<file path="src/rtl/core/nearest_neighbor_image_scaler_assert.svh">
// Assertion macros shared by the scaler RTL.
// Each macro expects signals named clk and rst_n in the scope where it is used.
`ifndef NEAREST_NEIGHBOR_IMAGE_SCALER_ASSERT_SVH
`define NEAREST_NEIGHBOR_IMAGE_SCALER_ASSERT_SVH

// Same-cycle implication, disabled while reset is asserted.
`define NNIS_ASSERT_NOW(label, ante, cons, msg) \
    label: assert property (@(posedge clk) disable iff (!rst_n) (ante) |-> (cons)) \
        else $error(msg);

// Next-cycle implication, disabled while reset is asserted.
`define NNIS_ASSERT_NEXT(label, ante, cons, msg) \
    label: assert property (@(posedge clk) disable iff (!rst_n) (ante) |=> (cons)) \
        else $error(msg);

`endif

</file>
<file path="src/rtl/core/nnis_pkg.sv">
package nnis_pkg;

    // Field widths fixed by the item and register formats.
    localparam int DIM_W       = 13;
    localparam int PITCH_W     = 14;
    localparam int COORD_W     = 12;
    localparam int INDEX_W     = 16;
    localparam int PIXEL_W     = 32;
    localparam int STATUS_W    = 2;
    localparam int CFG_INDEX_W = 3;
    localparam int CFG_DATA_W  = 14;

    // Divider sizing: coordinate times dimension over dimension.
    // The quotient is always below the source dimension, so it fits DIM_W bits.
    localparam int DIVIDEND_W = COORD_W + DIM_W;
    localparam int DIVISOR_W  = DIM_W;
    localparam int QUO_W      = DIM_W;

    // Row pitch times height, and row times pitch.
    localparam int PROD_W = PITCH_W + DIM_W;

    // Request type codes.
    localparam logic REQ_LOAD  = 1'b0;
    localparam logic REQ_FETCH = 1'b1;

    // Result status codes.
    localparam logic [STATUS_W-1:0] STAT_OK      = 2'd0;
    localparam logic [STATUS_W-1:0] STAT_BAD_CFG = 2'd1;
    localparam logic [STATUS_W-1:0] STAT_RANGE   = 2'd2;

    // Configuration register indexes.
    localparam logic [CFG_INDEX_W-1:0] CFG_SRC_WIDTH  = 3'd0;
    localparam logic [CFG_INDEX_W-1:0] CFG_SRC_HEIGHT = 3'd1;
    localparam logic [CFG_INDEX_W-1:0] CFG_ROW_PITCH  = 3'd2;
    localparam logic [CFG_INDEX_W-1:0] CFG_DST_WIDTH  = 3'd3;
    localparam logic [CFG_INDEX_W-1:0] CFG_DST_HEIGHT = 3'd4;
    localparam logic [CFG_INDEX_W-1:0] CFG_BGRA_ORDER = 3'd5;

    // Input item.
    typedef struct packed {
        logic               req_type;
        logic [INDEX_W-1:0] load_index;
        logic [PIXEL_W-1:0] load_word;
        logic [COORD_W-1:0] dst_x;
        logic [COORD_W-1:0] dst_y;
    } req_t;

    // Result item.
    typedef struct packed {
        logic [PIXEL_W-1:0]  pixel_rgba;
        logic [STATUS_W-1:0] status;
    } rsp_t;

    // Divider request and response.
    typedef struct packed {
        logic                  start;
        logic [DIVIDEND_W-1:0] dividend;
        logic [DIVISOR_W-1:0]  divisor;
    } div_req_t;

    typedef struct packed {
        logic             busy;
        logic             done;
        logic [QUO_W-1:0] quotient;
    } div_rsp_t;

    // Control sequencer states.
    typedef enum logic [2:0] {
        ST_IDLE,
        ST_CHECK,
        ST_LOAD,
        ST_DIV_Y,
        ST_DIV_X,
        ST_ADDR,
        ST_READ,
        ST_FINISH
    } state_t;

    // A dimension is usable when it is nonzero and no larger than the limit.
    function automatic logic dim_ok(input logic [DIM_W-1:0] d, input logic [31:0] max_dim);
        return (d != '0) && (32'(d) <= max_dim);
    endfunction

    // Swap red and blue when the source word is stored as B,G,R,A.
    function automatic logic [PIXEL_W-1:0] to_rgba(input logic [PIXEL_W-1:0] w,
                                                   input logic bgra);
        return bgra ? {w[31:24], w[7:0], w[15:8], w[23:16]} : w;
    endfunction

endpackage

</file>
<file path="src/rtl/core/nnis_divider.sv">
module nnis_divider
    import nnis_pkg::*;
(
    input  logic     clk,
    input  logic     rst_n,
    input  div_req_t div_req,
    output div_rsp_t div_rsp
);

    localparam int CNT_W = $clog2(QUO_W + 1);

    logic [DIVISOR_W-1:0] rem_reg;
    logic [DIVISOR_W-1:0] rem_next;
    logic [QUO_W-1:0]     quo_reg;
    logic [DIVISOR_W-1:0] dsr_reg;
    logic [CNT_W-1:0]     cnt_reg;
    logic                 busy_reg;
    logic                 done_reg;
    logic [DIVISOR_W:0]   trial;
    logic [DIVISOR_W:0]   diff;
    logic                 take;

    // One restoring step: shift in the next dividend bit and try to subtract.
    // The quotient is known to fit QUO_W bits, so the partial remainder starts
    // from the upper dividend bits and stays below the divisor.
    always_comb
    begin
        trial    = {rem_reg, quo_reg[QUO_W-1]};
        diff     = trial - {1'b0, dsr_reg};
        take     = (trial >= {1'b0, dsr_reg});
        rem_next = take ? diff[DIVISOR_W-1:0] : trial[DIVISOR_W-1:0];
    end

    // Step counter and status flags.
    always_ff @(posedge clk or negedge rst_n)
    begin
        if (!rst_n)
        begin
            busy_reg <= 1'b0;
            done_reg <= 1'b0;
            cnt_reg  <= '0;
        end
        else
        begin
            done_reg <= 1'b0;
            if (div_req.start)
            begin
                busy_reg <= 1'b1;
                cnt_reg  <= CNT_W'(QUO_W);
            end
            else if (busy_reg)
            begin
                cnt_reg <= cnt_reg - 1'b1;
                if (cnt_reg == CNT_W'(1))
                begin
                    busy_reg <= 1'b0;
                    done_reg <= 1'b1;
                end
            end
        end
    end

    // Remainder, quotient and divisor registers.
    always_ff @(posedge clk)
    begin
        if (div_req.start)
        begin
            rem_reg <= DIVISOR_W'(div_req.dividend[DIVIDEND_W-1:QUO_W]);
            quo_reg <= div_req.dividend[QUO_W-1:0];
            dsr_reg <= div_req.divisor;
        end
        else if (busy_reg)
        begin
            rem_reg <= rem_next;
            quo_reg <= {quo_reg[QUO_W-2:0], take};
        end
    end

    assign div_rsp.busy     = busy_reg;
    assign div_rsp.done     = done_reg;
    assign div_rsp.quotient = quo_reg;

endmodule

</file>
<file path="config.mk">
export PLATFORM = sky130hd
export DESIGN_NAME = nnis_divider
export DESIGN_NICKNAME = d
export VERILOG_FILES = /design/src/rtl/core/nearest_neighbor_image_scaler_assert.svh /design/src/rtl/core/nnis_pkg.sv /design/src/rtl/core/nnis_divider.sv
export SDC_FILE = /design/constraint.sdc
export NUM_CORES = 1
export LEC_CHECK = 0
export CORE_MARGIN = 2
export CORE_UTILIZATION = 30
export DETAILED_ROUTE_END_ITERATION = 7
export DONT_BUFFER_PORTS = 1
export GPL_ROUTABILITY_DRIVEN = 0
export GPL_TIMING_DRIVEN = 0
export PLACE_DENSITY_LB_ADDON = 0.08
export SYNTH_ARGS = -nofsm -noshare
export SYNTH_HDL_FRONTEND = slang
export SYNTH_SLANG_ARGS = --single-unit
export TNS_END_PERCENT = 30
</file>
<file path="constraint.sdc">
create_clock -name clk -period 2.9 [get_ports clk]
set_input_delay 0.29 -clock clk [delete_from_list [all_inputs] [get_ports clk]]
set_output_delay 0.29 -clock clk [all_outputs]
set_load 0.02 [all_outputs]
</file>
---- Word-level counts from Yosys, hierarchy flattened ----
Index checks and enable logic that the tools add are counted.
word-level totals
  register bits ........................... 45
  output and inout port bits .............. 15
cells by class
  muxes and demuxes ....................... 13
  eq/ne operators ......................... 1
  $add $sub $neg .......................... 2
  $lt $le $gt $ge ......................... 1
  reductions and logical operators ........ 1
operator list
  operator               number
  $mux W13               3
  $mux W12               2
  $ge A14 B13 Y1         1
  $sub A13 B13 Y13       1
  $mux W4                2
  $mux W1                6
  $eq A4 B1 Y1 const B   1
  $sub A4 B1 Y4 const B  1
  $reduce_bool A2 Y1     1

---- Depth between registers and ports, before layout ----
Gate-level depths: netlist (run 1).
  word-level depth ........................ 4
  mapped depth ............................ 11
  gate-level depth less buffers ........... 10

---- Least setup slack after synthesis (run 1) ----
OpenSTA, ideal clock, no wires.
  kind .................................... register to register
  start point ............................. register quo_reg[12]
  end point ............................... register quo_reg[0], data pin
  arrival ................................. 2469 ps
  required time ........................... 2640 ps
  buffers on the path ..................... 1
  stages on the path, launching flop included .. 11
  slack ................................... 170 ps
  path through ............................ edfxtp_1 > inv_1 > ha_1 > inv_1 > fa_1 > a21o_1 > a221oi_4 > a211oi_2 > or2_1 > buf_6 > mux2_4
between the ends
  cells in the longest elaborated chain, start to end .. 3
RTL lines
  what                    RTL line            source
  from (decl)             nnis_divider.sv:14  logic [QUO_W-1:0] quo_reg;
  from (signal assigned)  nnis_divider.sv:69  quo_reg <= div_req.dividend[QUO_W-1:0];
  from (signal assigned)  nnis_divider.sv:75  quo_reg <= {quo_reg[QUO_W-2:0], take};
  $ge A14 B13 Y1          nnis_divider.sv:30  take = (trial >= {1'b0, dsr_reg});
  $mux W13                nnis_divider.sv:72  else if (busy_reg)
  $mux W13                nnis_divider.sv:66  if (div_req.start)
Every way passes these cells. The select of a mux whose other input is x is not followed.
A chain may end at the register's enable or synchronous reset.

---- Final worst setup path (run 1) ----
Ends and elaborated chain as after synthesis.

==> results.py, run 1 <==
metrics = {
    "worst_setup_path": {
        "reg2reg_to": "quo_reg[0]",
        "rrSetupSlack_ns": 0.15,
        "worstPathCellList": "inv_1, ha_4, inv_2, fa_2, a21o_1, a221oi_4, a211oi_4, or2_4, buf_6, mux2_4",
        "crit_family": "compound AO/OA/AOI/OAI gates",
        "worst_setup_path_start_kind": "flop",
        "crit_fanout": 5,
        "regToRegStartpoint": "quo_reg[12]",
        "crit_arrival_ns": 2.82,
        "worstSetupPathDepth": 10,
        "path_class": "flop to flop",
        "slowest_delay_ns": 0.55,
        "crit_required_ns": 2.96,
        "critPathCaptureType": "flop",
        "cpMaxStageDelayCell": "edfxtp_1",
        "critPathBufInv": 3,
        "r2r_cells": 10,
    },
    "run": {
        "drv_cap": 0,
    },
    "yosys": {
        "netlist_instances": 219,
        "async_reset_ff_share_pct": 13.33,
        "netlist_area_sq_um": 2520,
        "synth.avg_cell_area_sq_um": 11.51,
        "synth.ff_latch_count": 45,
        "yosysSeqAreaShare_pct": 52.04,
        "synth_warnings": 0,
        "synth_area_leaders": "edfxtp_1, ha_1, dfrtp_1",
        "synth_ff_type": "edfxtp_1",
        "synth_fp_nets": 276,
        "ys_types": 47,
        "synth_top_area_share_pct": 45.28,
        "yosysTopAreaCell": "edfxtp_1",
        "synth-edff-count": 38,
    },
    "floorplan": {
        "fp.dieH_um": 95.65,
        "pin_count": 56,
        "start_util_pct": 30.82,
        "fp.dieW_um": 95.65,
        "fp-row-count": 33,
        "die_area_sq_um": 9149,
        "core_sq_um": 8175,
    },
    "global_route": {
        "grt_overflow": 0,
        "grt_util_all_layers_pct": 13.24,
        "grt_pass1_wl_um": 9032,
        "antenna_found_initial": 0,
        "grt_max_degree": 26,
        "first_global_vias": 1697,
    },
    "clock_network": {
        "clk_pin_slew_ns": 0.10,
        "clk_latency_ns": 0.30,
        "clockRootBuffer": "clkbuf_8",
        "clkSinkCount": 45,
        "numCtsBuffers": 5,
        "htree_num_levels": 2,
        "clockBufferDepth": 2,
        "cts_tree": "built",
    },
    "drt": {
        "ant_nets": 0,
        "drt-wirelength-per-cell_um": 16.69,
        "first_pass_iters": 4,
        "drt-initial-drc-count": 32,
        "avgViaCountPerCell": 4.858,
        "wl_um": 5657,
        "num_vias": 1647,
        "drc": 0,
    },
    "timing": {
        "fin_crit_ns": 2.753,
        "drv_slew": 0,
        "setup_viol": 0,
        "finalWorstSetupSlack_ns": 0.1467,
        "worst_pin_slew_ns": 0.6748,
        "finalCritPeriodShare_pct": 94.94,
        "clock.fmax_mhz": 363.2,
        "hold_viol": 0,
        "fin_skew_ns": 0.01050,
        "grt_setup_unrepaired": "no",
        "slew-limit-headroom_pct": 55.01,
    },
    "final_layout": {
        "n_fill_cell": 856,
        "num-nets-final": 290,
        "final_layout_size_suffix_gt1_share_pct": 17.52,
        "areaGrowthSynthToFinish_pct": 12.96,
        "fin_area_sq_um": 2846,
        "final_cell_mix": "edfxtp_1, nand2_1, inv_1",
        "n_antenna_cell": 0,
        "final_common_cell": "edfxtp_1",
    },
    "hold_path": {
        "hold-path-endpoint": "dsr_reg[10]",
        "hp-start": "div_req[10]",
        "hold_path.class": "input port to flop",
        "hold_path_depth": 0,
    },
    "pwr": {
        "irDropWorstVdd_uv": 404.5,
        "powerDensity_nw_per_um2": 956.0,
        "p_total_mw": 2.721,
        "leakagePower_nw": 1.136,
    },
    "placed_design": {
        "dp_hpwl_um": 3940,
        "port_buffers": 0,
        "post-place-ws_ns": -0.1967,
        "place_area_sq_um": 2651,
    },
    "outcome": {
        "outcome": "completed",
    },
}
layer usage:
metal / GRT usage [%] / up-vias / wire length [um]
met3: 3.399 / 4 / 218
met2: 21.68 / 34 / 2637
li1: - / 824 / -
met1: 17.49 / 785 / 2747
met4: 3.214 / 0 / 53
met5: 0 / - / 0
through the flow:
step / std cells / setup TNS [ns] / util [%] / hold slack [ns]
2_1_floorplan: 219 / 0 / - / -0.005591
3_3_place_gp: 324 / -0.6675 / 32.43 / -0.005449
3_5_place_dp: 324 / -0.6017 / 32.43 / -0.005441
4_1_cts: 336 / 0 / 34.27 / 0.06675
5_1_grt: 339 / 0 / 34.82 / 0.05615
6_report: 339 / 0 / 34.82 / 0.07564
worst max-delay path by stage:
stage | from | endpoint | slack (ns)
floorplan | quo_reg[12] | quo_reg[0] | 0.17
global placement | quo_reg[12] | rem_reg[2] | -0.19
detailed placement | quo_reg[12] | rem_reg[2] | -0.20
CTS | quo_reg[12] | quo_reg[0] | 0.01
global route | quo_reg[12] | rem_reg[11] | 0.02
finish | quo_reg[12] | quo_reg[0] | 0.15
cell usage after synthesis, drive strengths merged, types with 4 or more instances:
cell type / count
buf: 4
mux2: 14
clkbuf: 6
nor2: 14
ha: 15
o21ai: 8
a31oi: 8
xnor2: 10
inv: 19
nand2: 20
a21oi: 10
dfrtp: 6
a21o: 6
edfxtp: 38
where the power goes:
group	leakage, nW	internal [mW]	switching, mW	total (mW)
Combinational	0.619	0.579	0.660	1.24
Sequential	0.465	0.879	0.118	0.997
Clock	0.0518	0.254	0.231	0.485
final cells by class:
type | count | area [sq um] | area share [%]
clock inverters | 3 | 41.29 | 1.451
plain buffers | 10 | 60.06 | 2.110
inverters | 19 | 71.32 | 2.505
flip-flops and latches | 45 | 1311 | 46.07
clock buffers | 5 | 68.82 | 2.418
repair buffers | 7 | 52.55 | 1.846
well taps | 105 | 131.4 | 4.615
multi-input cells | 145 | 1110 | 38.99
worst register-to-register path, stage by stage (launching register included):
cell,delay (ns)
edfxtp_1,0.55
inv_1,0.16
ha_4,0.14
inv_2,0.03
fa_2,0.34
a21o_1,0.22
a221oi_4,0.30
a211oi_4,0.12
or2_4,0.26
buf_6,0.14
mux2_4,0.25
timing repair:
item,CTS,global route
hold buffers,1,0
buffers inserted,3,2
cloned,0,1
pin swaps,4,5
resized for setup,3,7
setup endpoints to repair,12,13
hold endpoints to repair,6,0
logic make-up (layout without fill, tap and decap cells):
family	after synthesis	count (layout)	share of synthesized area [%]
adders and majority gates	16	16	8.242
and+or+nand+nor	54	54	10.13
buffers and inverters	29	44	5.064
xor gates and xnor gates	12	12	4.171
muxes	15	15	6.802
DFF	45	45	52.04
AOI/OAI and AO/OA	48	48	13.56
No activity file was read; power rests on OpenSTA's default activity.
==> inputs of run 2 (changes only) <==
--- a/config.mk
+++ b/config.mk
@@ -12,6 +12,7 @@
 export GPL_ROUTABILITY_DRIVEN = 0
 export GPL_TIMING_DRIVEN = 0
 export PLACE_DENSITY_LB_ADDON = 0.08
+export RECOVER_POWER = 50
 export SYNTH_ARGS = -nofsm -noshare
 export SYNTH_HDL_FRONTEND = slang
 export SYNTH_SLANG_ARGS = --single-unit
==> run 2 against run 1 <==
  * Clock power barely moved
  * Die area unchanged
  * Count of clock-buffer cells in the layout stayed put
  * Sequential share of layout area rose by 0.12 points
  * Global-route usage is the same
  * Total power about the same
==> results.py, run 2 (synthesized netlist as in run 1, its figures left out) <==
metrics = {
    "pwr": {
        "irDropWorstVdd_uv": 404.5,
        "p_total_mw": 2.721,
        "leakagePower_nw": 1.129,
        "powerDensity_nw_per_um2": 958.5,
    },
    "timing": {
        "slew-limit-headroom_pct": 55.01,
        "finalWorstSetupSlack_ns": 0.1467,
        "clock.fmax_mhz": 363.2,
        "fin_skew_ns": 0.01050,
        "worst_pin_slew_ns": 0.6748,
        "drv_slew": 0,
        "fin_setup_tns_ns": 0,
        "finalCritPeriodShare_pct": 94.94,
        "whs_ns": 0.07564,
        "fin_crit_ns": 2.753,
        "grt_setup_unrepaired": "no",
        "setup_viol": 0,
        "hold_viol": 0,
    },
    "placed_design": {
        "dp_hpwl_um": 3940,
        "port_buffers": 0,
        "post-place-ws_ns": -0.1967,
    },
    "clock_network": {
        "numCtsBuffers": 5,
        "cts_tree": "built",
        "clk_pin_slew_ns": 0.10,
        "htree_num_levels": 2,
        "clockRootBuffer": "clkbuf_8",
        "clk_latency_ns": 0.30,
        "clockBufferDepth": 2,
        "clkSinkCount": 45,
    },
    "global_route": {
        "grt_util_all_layers_pct": 13.24,
        "grt_overflow": 0,
        "grt_max_degree": 26,
        "grt_pass1_wl_um": 9032,
        "first_global_vias": 1697,
        "antenna_found_initial": 0,
    },
    "worst_setup_path": {
        "critPathCaptureType": "flop",
        "crit_fanout": 5,
        "crit_arrival_ns": 2.82,
        "path_class": "flop to flop",
        "worst_setup_path_start_kind": "flop",
        "crit_required_ns": 2.96,
    },
    "floorplan": {
        "core_sq_um": 8175,
        "pin_count": 56,
        "die_area_sq_um": 9149,
        "fp.dieH_um": 95.65,
        "fp-row-count": 33,
        "start_util_pct": 30.82,
        "fp.dieW_um": 95.65,
    },
    "final_layout": {
        "multiInputGateArea_sq_um": 1110,
        "n_antenna_cell": 0,
        "register_area_sq_um": 1311,
        "num-nets-final": 290,
        "final_common_cell": "edfxtp_1",
        "areaGrowthSynthToFinish_pct": 12.66,
        "final_cell_mix": "edfxtp_1, nand2_1, inv_1",
        "n_fill_cell": 859,
        "final_layout_size_suffix_gt1_share_pct": 16.67,
    },
    "drt": {
        "num_vias": 1647,
        "ant_nets": 0,
        "avgViaCountPerCell": 4.858,
        "first_pass_iters": 4,
        "drc": 0,
        "wl_um": 5660,
        "drt-wirelength-per-cell_um": 16.70,
        "drt-initial-drc-count": 32,
    },
    "outcome": {
        "outcome": "completed",
    },
    "hold_path": {
        "hold_path.class": "input port to flop",
    },
    "run": {
        "drv_cap": 0,
    },
}
==> run 2: cell count changes in the layout (fill, tap and decap cells not counted), sizes merged <==
cell,previous run,this run
buf,10,8
clkbuf,11,13
==> run 2: final cells by class <==
| cell class | instances | area share, % |
|---|---|---|
| Inverter | 19 | 2.512 |
| Clock inverter | 3 | 1.454 |
| Clock buffer | 5 | 2.424 |
| Multi-Input combinational cell | 145 | 39.09 |
| Buffer | 10 | 1.851 |
| Tap cell | 105 | 4.628 |
| Timing Repair Buffer | 7 | 1.851 |
| Sequential cell | 45 | 46.19 |
==> run 2: path summary, 6_finish.rpt <==
check / depth (start not counted) / slack, ns / from / endpoint
min in group asynchronous: 1 / 0.29 / rst_n / busy_reg
min reg2reg: 2 / 0.54 / cnt_reg[3] / cnt_reg[3]
max reg2reg: 10 / 0.15 / quo_reg[12] / quo_reg[0]
max in group asynchronous: 1 / 2.39 / rst_n / cnt_reg[1]
max: 10 / 0.15 / quo_reg[12] / quo_reg[0]
min: 0 / 0.08 / div_req[10] / dsr_reg[10]
==> run 2: metal layers <==
metal	wire [um]	track usage [%]	vias to the layer above
li1	-	-	824
met3	221	3.399	4
met1	2747	17.49	785
met4	53	3.214	0
met5	0	0	-
met2	2637	21.68	34
==> run 2: stage by stage <==
stage / utilization (%) / instances / cell area (sq um)
global route: 34.73 / 339 / 2839
floorplan: - / 219 / 2520
CTS: 34.27 / 336 / 2801
detailed placement: 32.43 / 324 / 2651
global placement: 32.43 / 324 / 2651
finish: 34.73 / 339 / 2839
==> run 2: repair_timing <==
item,4_1_cts,5_1_grt
pin swaps,4,5
cloned,0,1
endpoints found under the hold margin,6,0
setup buffers,3,2
gates resized for setup,3,7
hold buffers,1,0
setup endpoints to repair,12,13
==> run 2: worst max-delay path, stage by stage, from the launching register on <==
cell	delay, ns
edfxtp_1	0.55
inv_1	0.15
ha_4	0.14
inv_2	0.03
fa_2	0.34
a21o_1	0.22
a221oi_4	0.30
a211oi_4	0.12
or2_4	0.26
buf_6	0.14
mux2_4	0.25
==> run 2: power breakdown <==
part	switching, mW	leakage, nW	internal [mW]
registers	0.118	0.465	0.879
clock network	0.231	0.0518	0.254
logic	0.660	0.612	0.579
